**src/rtl/core/skvt_pkg.sv**
```systemverilog
// Shared constants, codes and controller/datapath interface types for the sorted key/value table.
package skvt_pkg;

  localparam int unsigned CapacityDflt = 32;
  localparam int unsigned MaxResults   = 32;

  localparam logic [1:0] OP_INSERT = 2'd0;
  localparam logic [1:0] OP_REMOVE = 2'd1;
  localparam logic [1:0] OP_LIST   = 2'd2;

  localparam logic [2:0] STATUS_INSERTED  = 3'd0;
  localparam logic [2:0] STATUS_DUPLICATE = 3'd1;
  localparam logic [2:0] STATUS_REMOVED   = 3'd2;
  localparam logic [2:0] STATUS_NOT_FOUND = 3'd3;
  localparam logic [2:0] STATUS_FULL      = 3'd4;
  localparam logic [2:0] STATUS_ENTRY     = 3'd5;
  localparam logic [2:0] STATUS_EMPTY     = 3'd6;

  localparam logic [1:0] SCAN_SEARCH = 2'd0;
  localparam logic [1:0] SCAN_UP     = 2'd1;
  localparam logic [1:0] SCAN_DOWN   = 2'd2;
  localparam logic [1:0] SCAN_LIST   = 2'd3;

  typedef struct packed {
    logic       load;
    logic       scan_start;
    logic [1:0] scan_mode;
    logic       write_new;
    logic       dec_count;
    logic       resp_en;
    logic [2:0] resp_status;
  } dp_cmd_t;

  typedef struct packed {
    logic scan_busy;
    logic key_eq;
    logic full;
    logic empty;
    logic pos_at_end;
    logic pos_is_last;
  } dp_stat_t;

endpackage

```
**src/rtl/core/skvt_ctrl.sv**
```systemverilog
// Operation sequencer for the sorted key/value table.
module skvt_ctrl (
  input  logic               clk_i,
  input  logic               rst_ni,
  input  logic               start_i,
  input  logic [1:0]         operation_i,
  input  skvt_pkg::dp_stat_t stat_i,
  output skvt_pkg::dp_cmd_t  cmd_o,
  output logic               busy_o
);
  import skvt_pkg::*;

  localparam logic [1:0] S_IDLE   = 2'd0;
  localparam logic [1:0] S_SEARCH = 2'd1;
  localparam logic [1:0] S_SHIFT  = 2'd2;
  localparam logic [1:0] S_LIST   = 2'd3;

  logic [1:0] state_q, state_d;
  logic [1:0] op_q, op_d;

  always_comb begin
    cmd_o   = '0;
    state_d = state_q;
    op_d    = op_q;
    unique case (state_q)
      S_IDLE: begin
        if (start_i) begin
          op_d       = operation_i;
          cmd_o.load = 1'b1;
          unique case (operation_i) inside
            OP_INSERT, OP_REMOVE: begin
              cmd_o.scan_start = 1'b1;
              cmd_o.scan_mode  = SCAN_SEARCH;
              state_d          = S_SEARCH;
            end
            OP_LIST: begin
              if (stat_i.empty) begin
                cmd_o.resp_en     = 1'b1;
                cmd_o.resp_status = STATUS_EMPTY;
              end else begin
                cmd_o.scan_start = 1'b1;
                cmd_o.scan_mode  = SCAN_LIST;
                state_d          = S_LIST;
              end
            end
            default: ;
          endcase
        end
      end
      S_SEARCH: begin
        if (!stat_i.scan_busy) begin
          state_d = S_IDLE;
          if (op_q == OP_INSERT) begin
            if (stat_i.key_eq) begin
              cmd_o.resp_en     = 1'b1;
              cmd_o.resp_status = STATUS_DUPLICATE;
            end else if (stat_i.full) begin
              cmd_o.resp_en     = 1'b1;
              cmd_o.resp_status = STATUS_FULL;
            end else if (stat_i.pos_at_end) begin
              cmd_o.write_new   = 1'b1;
              cmd_o.resp_en     = 1'b1;
              cmd_o.resp_status = STATUS_INSERTED;
            end else begin
              cmd_o.scan_start = 1'b1;
              cmd_o.scan_mode  = SCAN_UP;
              state_d          = S_SHIFT;
            end
          end else begin
            if (!stat_i.key_eq) begin
              cmd_o.resp_en     = 1'b1;
              cmd_o.resp_status = STATUS_NOT_FOUND;
            end else if (stat_i.pos_is_last) begin
              cmd_o.dec_count   = 1'b1;
              cmd_o.resp_en     = 1'b1;
              cmd_o.resp_status = STATUS_REMOVED;
            end else begin
              cmd_o.scan_start = 1'b1;
              cmd_o.scan_mode  = SCAN_DOWN;
              state_d          = S_SHIFT;
            end
          end
        end
      end
      S_SHIFT: begin
        if (!stat_i.scan_busy) begin
          state_d       = S_IDLE;
          cmd_o.resp_en = 1'b1;
          if (op_q == OP_INSERT) begin
            cmd_o.write_new   = 1'b1;
            cmd_o.resp_status = STATUS_INSERTED;
          end else begin
            cmd_o.dec_count   = 1'b1;
            cmd_o.resp_status = STATUS_REMOVED;
          end
        end
      end
      S_LIST: begin
        if (!stat_i.scan_busy) begin
          state_d = S_IDLE;
        end
      end
      default: begin
        state_d = S_IDLE;
      end
    endcase
  end

  always_ff @(posedge clk_i or negedge rst_ni) begin
    if (!rst_ni) begin
      state_q <= S_IDLE;
      op_q    <= OP_INSERT;
    end else begin
      state_q <= state_d;
      op_q    <= op_d;
    end
  end

  assign busy_o = (state_q != S_IDLE);

endmodule

```
**src/rtl/core/skvt_dp.sv**
```systemverilog
// Table storage, scan pointer, compare and result registers for the sorted key/value table.
module skvt_dp #(
  parameter int unsigned CAPACITY = skvt_pkg::CapacityDflt
) (
  input  logic               clk_i,
  input  logic               rst_ni,
  input  skvt_pkg::dp_cmd_t  cmd_i,
  input  logic signed [31:0] key_i,
  input  logic signed [31:0] item_value_i,
  output skvt_pkg::dp_stat_t stat_o,
  output logic               result_valid_o,
  output logic [2:0]         status_o,
  output logic signed [31:0] out_value_o,
  output logic               last_o
);
  import skvt_pkg::*;

  localparam int unsigned IW = $clog2(CAPACITY);
  localparam int unsigned CW = $clog2(CAPACITY + 1);

  logic signed [31:0] key_mem_q [CAPACITY];
  logic signed [31:0] val_mem_q [CAPACITY];

  logic signed [31:0] key_q, val_q;
  logic signed [31:0] key_rd_q, val_rd_q;
  logic [CW-1:0]      count_q, ptr_q, final_q, rd_idx_q, pos_q;
  logic [1:0]         mode_q;
  logic               iss_q, rd_vld_q, hit_q, eq_q;
  logic               out_valid_q, last_q;
  logic [2:0]         status_q;
  logic signed [31:0] value_q;

  logic [CW-1:0] list_n, first, fin;
  logic          start_ok, hit, list_emit;
  logic          wr_en;
  logic [IW-1:0] wr_idx;
  logic signed [31:0] wr_key, wr_val;

  assign list_n = (int'(count_q) > int'(MaxResults)) ? CW'(MaxResults) : count_q;
  assign hit    = rd_vld_q && (mode_q == SCAN_SEARCH) && !hit_q && (key_rd_q >= key_q);
  assign list_emit = rd_vld_q && (mode_q == SCAN_LIST);

  always_comb begin
    first    = '0;
    fin      = '0;
    start_ok = 1'b1;
    unique case (cmd_i.scan_mode)
      SCAN_SEARCH: begin
        fin      = count_q - CW'(1);
        start_ok = (count_q != '0);
      end
      SCAN_UP: begin
        first = count_q - CW'(1);
        fin   = pos_q;
      end
      SCAN_DOWN: begin
        first = pos_q + CW'(1);
        fin   = count_q - CW'(1);
      end
      SCAN_LIST: begin
        fin = list_n - CW'(1);
      end
      default: ;
    endcase
  end

  always_comb begin
    wr_en  = 1'b0;
    wr_idx = rd_idx_q[IW-1:0];
    wr_key = key_rd_q;
    wr_val = val_rd_q;
    if (cmd_i.write_new) begin
      wr_en  = 1'b1;
      wr_idx = pos_q[IW-1:0];
      wr_key = key_q;
      wr_val = val_q;
    end else if (rd_vld_q && (mode_q == SCAN_UP)) begin
      wr_en  = 1'b1;
      wr_idx = rd_idx_q[IW-1:0] + IW'(1);
    end else if (rd_vld_q && (mode_q == SCAN_DOWN)) begin
      wr_en  = 1'b1;
      wr_idx = rd_idx_q[IW-1:0] - IW'(1);
    end
  end

  // storage: one write and one registered read per cycle
  always_ff @(posedge clk_i) begin
    if (wr_en) begin
      key_mem_q[wr_idx] <= wr_key;
      val_mem_q[wr_idx] <= wr_val;
    end
    if (iss_q) begin
      key_rd_q <= key_mem_q[ptr_q[IW-1:0]];
      val_rd_q <= val_mem_q[ptr_q[IW-1:0]];
    end
  end

  always_ff @(posedge clk_i or negedge rst_ni) begin
    if (!rst_ni) begin
      count_q     <= '0;
      iss_q       <= 1'b0;
      rd_vld_q    <= 1'b0;
      hit_q       <= 1'b0;
      mode_q      <= SCAN_SEARCH;
      out_valid_q <= 1'b0;
    end else begin
      rd_vld_q    <= iss_q;
      out_valid_q <= list_emit || cmd_i.resp_en;
      if (cmd_i.scan_start) begin
        iss_q  <= start_ok;
        mode_q <= cmd_i.scan_mode;
        hit_q  <= 1'b0;
      end else begin
        if (iss_q && ((ptr_q == final_q) || hit)) begin
          iss_q <= 1'b0;
        end
        if (hit) begin
          hit_q <= 1'b1;
        end
      end
      if (cmd_i.write_new) begin
        count_q <= count_q + CW'(1);
      end else if (cmd_i.dec_count) begin
        count_q <= count_q - CW'(1);
      end
    end
  end

  always_ff @(posedge clk_i) begin
    rd_idx_q <= ptr_q;
    if (cmd_i.load) begin
      key_q <= key_i;
      val_q <= item_value_i;
    end
    if (cmd_i.scan_start) begin
      ptr_q   <= first;
      final_q <= fin;
    end else if (iss_q) begin
      ptr_q <= (mode_q == SCAN_UP) ? ptr_q - CW'(1) : ptr_q + CW'(1);
    end
    if (cmd_i.scan_start && (cmd_i.scan_mode == SCAN_SEARCH)) begin
      pos_q <= count_q;
      eq_q  <= 1'b0;
    end else if (hit) begin
      pos_q <= rd_idx_q;
      eq_q  <= (key_rd_q == key_q);
    end
    if (list_emit) begin
      status_q <= STATUS_ENTRY;
      value_q  <= val_rd_q;
      last_q   <= (rd_idx_q == final_q);
    end else begin
      status_q <= cmd_i.resp_status;
      value_q  <= '0;
      last_q   <= 1'b1;
    end
  end

  assign stat_o.scan_busy   = iss_q || rd_vld_q;
  assign stat_o.key_eq      = eq_q;
  assign stat_o.full        = (count_q == CW'(CAPACITY));
  assign stat_o.empty       = (count_q == '0);
  assign stat_o.pos_at_end  = (pos_q == count_q);
  assign stat_o.pos_is_last = ((pos_q + CW'(1)) == count_q);

  assign result_valid_o = out_valid_q;
  assign status_o       = status_q;
  assign out_value_o    = value_q;
  assign last_o         = last_q;

endmodule

```
**src/rtl/core/sorted_key_value_table_top.sv**
```systemverilog
// Sorted key/value table: ordered insert, remove and in-order listing over N = CAPACITY entries.
// Insert/remove: a pipelined search, then, where needed, a shift of the entries
// through the storage; one registered result follows completion.
// List: n results (at most MaxResults) on consecutive cycles after the command transfer.
// One command at a time while busy_o is high; results are strobed and cannot be stalled.
// Reset clears the entry count and control state only; storage needs no clearing.
module sorted_key_value_table_top #(
  parameter int unsigned CAPACITY = skvt_pkg::CapacityDflt
) (
  input  logic               clk_i,
  input  logic               rst_ni,
  input  logic               start_i,
  output logic               busy_o,
  input  logic [1:0]         operation_i,
  input  logic signed [31:0] key_i,
  input  logic signed [31:0] item_value_i,
  output logic               result_valid_o,
  output logic [2:0]         status_o,
  output logic signed [31:0] out_value_o,
  output logic               last_o
);
  import skvt_pkg::*;

  dp_cmd_t  cmd;
  dp_stat_t stat;

  skvt_ctrl u_ctrl (
    .clk_i       (clk_i),
    .rst_ni      (rst_ni),
    .start_i     (start_i),
    .operation_i (operation_i),
    .stat_i      (stat),
    .cmd_o       (cmd),
    .busy_o      (busy_o)
  );

  skvt_dp #(
    .CAPACITY (CAPACITY)
  ) u_dp (
    .clk_i          (clk_i),
    .rst_ni         (rst_ni),
    .cmd_i          (cmd),
    .key_i          (key_i),
    .item_value_i   (item_value_i),
    .stat_o         (stat),
    .result_valid_o (result_valid_o),
    .status_o       (status_o),
    .out_value_o    (out_value_o),
    .last_o         (last_o)
  );

endmodule

```
**config.mk**
```make
export PLATFORM = sky130hd
export DESIGN_NAME = sorted_key_value_table_top
export DESIGN_NICKNAME = d
export VERILOG_FILES = /design/src/rtl/core/skvt_pkg.sv /design/src/rtl/core/skvt_ctrl.sv /design/src/rtl/core/skvt_dp.sv /design/src/rtl/core/sorted_key_value_table_top.sv
export SDC_FILE = /design/constraint.sdc
export NUM_CORES = 2
export LEC_CHECK = 0
export ABC_AREA = 1
export BUFFER_PORTS_ARGS = -buffer_cell sky130_fd_sc_hd__buf_2
export CAP_MARGIN = 20
export CELL_PAD_IN_SITES_DETAIL_PLACEMENT = 0
export CELL_PAD_IN_SITES_GLOBAL_PLACEMENT = 1
export CORE_ASPECT_RATIO = 1.4
export CORE_MARGIN = 3
export CORE_UTILIZATION = 52
export CTS_CLUSTER_DIAMETER = 60
export DETAILED_ROUTE_END_ITERATION = 7
export HOLD_SLACK_MARGIN = 0.15
export PLACE_DENSITY = 0.89
export RECOVER_POWER = 100
export SLEW_MARGIN = 40
export SYNTH_ARGS = -nofsm -noshare
export SYNTH_HDL_FRONTEND = slang
export SYNTH_HIERARCHICAL = 1
export SYNTH_SLANG_ARGS = --single-unit
```
**constraint.sdc**
```tcl
create_clock -name clk_i -period 7.04 [get_ports clk_i]
set_input_delay 1.408 -clock clk_i [delete_from_list [all_inputs] [get_ports clk_i]]
set_output_delay 1.408 -clock clk_i [all_outputs]
set_load 0.01 [all_outputs]
```
==> results by group <==
Critical path
  • Worst r2r path cells: 11
  • Reg2reg end: u_dp/val_mem_q[19][20]
  • Crit Reg-Reg Startpoint: u_dp/iss_q
  • Critical path endpoint: u_dp/val_mem_q[19][20]
  • CP cell instances: inv_1 -> nand2_1 -> nor2_1 -> a31oi_1 -> nor3_2 -> buf_4 -> a22oi_1 -> inv_1 -> nand2_1 -> nor2_4 -> clkbuf_2
  • Crit Path Class: reg2reg
  • R2R setup slack: approximately 0.95 ns
  • CP startpoint: u_dp/iss_q
  • Slowest CP cell: dfrtp_1
  • Slowest cell delay on critical path: 1.85 ns
  • Crit path buffers/inverters: 4
  • Startpoint Class: register
  • Critical Path End Type: register
  • Req. time, crit path: 7.25 ns
  • Critical path depth: 11
  • Delay-heaviest family, CP: flip-flops
  • Arr. time, crit path: ~6.3 ns
  • Worst-path fanout max: 40

Yosys
  • Ys Warns: 6
  • Most frequent cells after synthesis: edfxtp_1 (2,194), nor2_1 (1,333), o21ai_0 (1,194), o22ai_1 (530), nand2_1 (386)
  • Number of synthesized flops with an enable pin: roughly 2,200
  • Synth area leader: edfxtp_1
  • Post-synthesis cell count: between 6,000 and 7,000
  • Post-synth cell types: 48
  • Main synth FF type: edfxtp_1
  • Post-synth ARST share: less than 1%
  • Synth top area cells: edfxtp_1 (74%), o21ai_0 (6.7%), nor2_1 (5.6%)
  • Syn Nets: approximately 6,900
  • Netlist Area Pre-Place: 0.0891 mm²
  • Count leader, synth: edfxtp_1
  • Seq/Total Area, Yosys: between 70% and 80%
  • Post-synthesis sequential element count: around 2,300
  • Synth top area share: between 70 and 80%
  • Synth Area per Inst: between 10 and 15 µm²

Final layout
  • Final Util: about three fifths
  • Nets@finish: 6,968
  • Area grow syn2layout: 10.8%
  • Fill count: between 10,000 and 15,000
  • Layout cell share with drive strength beyond 1: between 7 and 8%

Clocking
  • # resized after CTS: 0
  • Worst-Skew Late Latency: approximately 0.86 ns
  • Total CTS buffers: between 200 and 250
  • Root Driver: clkbuf_16
  • Post-CTS Setup Repair Bufs: 0
  • CTS tree: yes
  • Worst-path clk slew: 0.07 ns
  • CTS Sinks: 2,253
  • Cts-stage hold buffer count: 0
  • H-tree levels: 4
  • Max clock buf depth: 3

STA
  • Final hold vios: 0
  • Final critical-path required period: 6.09 ns
  • Setup violators final: 0
  • Slew Limit Fails: 1,515
  • Clock Skews: approximately 0.051 ns
  • Least-Margin Pin Slew: roughly 3.8 ns
  • Max Clock Freq: 0.164 GHz
  • Post-Route Setup TNS: 0 ns
  • Final period util: roughly 86%
  • RSZ-0062 raised after global routing: no
  • Max_slew headroom: -154%

Die
  • Core Rows: roughly 180
  • I/O pin cnt: ~110
  • Die X: 356 µm
  • Die area: ~0.18 mm²
  • Starting Density: 52.4%
  • Chip Height: roughly 500 µm
  • Core area: approximately 0.17 mm²

Placed design
  • HPWL Detailed: about 130,000 µm
  • GPL Wtd Cong: 0.856
  • PortBufs: between 100 and 150

Power
  • VDD IR max: between 0.5 and 0.6 mV
  • Pwr dens: 448 mW/mm²
  • Total Power: ~44 mW
  • Leakage dissipation: roughly 32 nW

Drt
  • Iter 0 DRT Violations: 7,780
  • Routed len/inst: 26.2 µm
  • Via density: between 6 and 7
  • Via count: around 59,000
  • DRT Pass-1 Iters: 6
  • Total wire length: 243,000 µm
  • Antenna Nets Post-Route: 0
  • Drt drc: 0

Global routing
  • First-pass GRT wire length: roughly 360,000 µm
  • Vias in the first global route: 56,900
  • Gr usage total: between 20% and 30%
  • Largest net degree at the start of global routing: ~210
  • Gr ovfl total: 0
  • Initial antenna violation count: 5

Run status
  • Failing checks: capacitance limit, slew limit
  • Status: finished, violations left

Min path
  • Hold Crit Class: reg2reg

Flow run
  • MaxCap Viol Count: between 40 and 50
-- final cells by class --
cell class	instances	area, µm²	area share (%)
repair buffers	284	2040	2.07
flip-flops and latches	2253	67100	68.1
well taps	2262	2830	2.87
multi-input cells	3956	19400	19.7
clock inverters	124	1330	1.34
diodes	2	5.00	0.00507
inverters	151	626	0.634
clock buffers	247	5250	5.32
-- worst min-delay path: cells and delay by family, from the launching register on --
family                 cells  cell delay, ns
flip-flops                 1            0.32
AND/OR/NAND/NOR            1            0.08
buffers and inverters      1            0.04
-- stage by stage --
step                      area (µm²)  setup WS, ns  hold slack [ns]  std cells
after floorplan                89100         0.735            0.375       6824
final                          98700         0.952            0.475       9279
after CTS                      99100          1.57            0.452       9270
after detailed placement       92500          1.63            0.467       8899
after global placement         92300          1.70            0.463       8890
after global routing           98700         0.748            0.493       9278
-- metal layers --
metal	vias up	GRT usage (%)	part of all wire, %
li1	25300	-	-
met1	28900	35.8	36
met2	3897	44.3	48
met3	614	4.96	11
met4	4	11.4	4.3
met5	-	0	0.0095
-- how the worst min path moves through the flow --
stage                                 to  cells past startpoint               from
floorplan               u_dp/rd_idx_q[4]                      0      u_dp/ptr_q[4]
global placement     u_dp/out_value_o[3]                      2   u_dp/val_rd_q[3]
detailed placement  u_dp/out_value_o[10]                      2  u_dp/val_rd_q[10]
CTS                      u_dp/count_q[5]                      1             rst_ni
global route        u_dp/out_value_o[10]                      2  u_dp/val_rd_q[10]
finish              u_dp/out_value_o[10]                      2  u_dp/val_rd_q[10]
-- cell families after synthesis --
logic type,count (synthesis),synth area share [%]
buffers and inverters,615,2.98
adder cells (fa/ha/maj),52,0.739
AO/OA/AOI/OAI,2014,12.5
AND/OR/NAND/NOR,1866,8.14
flip-flops,2253,75.4
XOR/XNOR,24,0.236
-- state kept, by name, summed over array words and instances (netlist names), 32 cells and up --
name / flops
u_dp/val_mem_q: 1024
u_dp/key_rd_q: 32
u_dp/val_rd_q: 32
u_dp/key_q: 32
u_dp/out_value_o: 32
u_dp/val_q: 32
u_dp/key_mem_q: 1024
-- cell usage in the layout (no fill, tap or decap), types with 8 or more instances in the layout --
master,Yosys,final
a21oi_1,32,32
a31oi_1,10,10
buf_12,0,25
buf_2,119,63
buf_4,31,55
bufinv_16,0,22
clkbuf_1,289,136
clkbuf_16,0,203
clkbuf_2,0,30
clkinv_1,0,36
clkinv_2,0,36
clkinvlp_4,0,9
dfrtp_1,16,16
dfxtp_1,43,43
edfxtp_1,2194,2194
ha_1,51,51
inv_1,143,140
inv_6,1,12
nand2_1,386,387
nand3_1,103,101
nand4_1,13,13
nor2_1,1333,1314
nor2_4,1,21
o21ai_0,1194,1210
o21ai_1,134,118
o221ai_1,74,74
o22ai_1,530,530
o32ai_1,8,8
xor2_1,19,19
-- where the power goes --
part / switching [mW] / total [mW] / internal (mW)
clock network: 4.85 / 11.0 / 6.13
registers: 0.428 / 18.0 / 17.6
logic: 11.5 / 15.2 / 3.70
No activity file was read; power rests on OpenSTA's default activity.
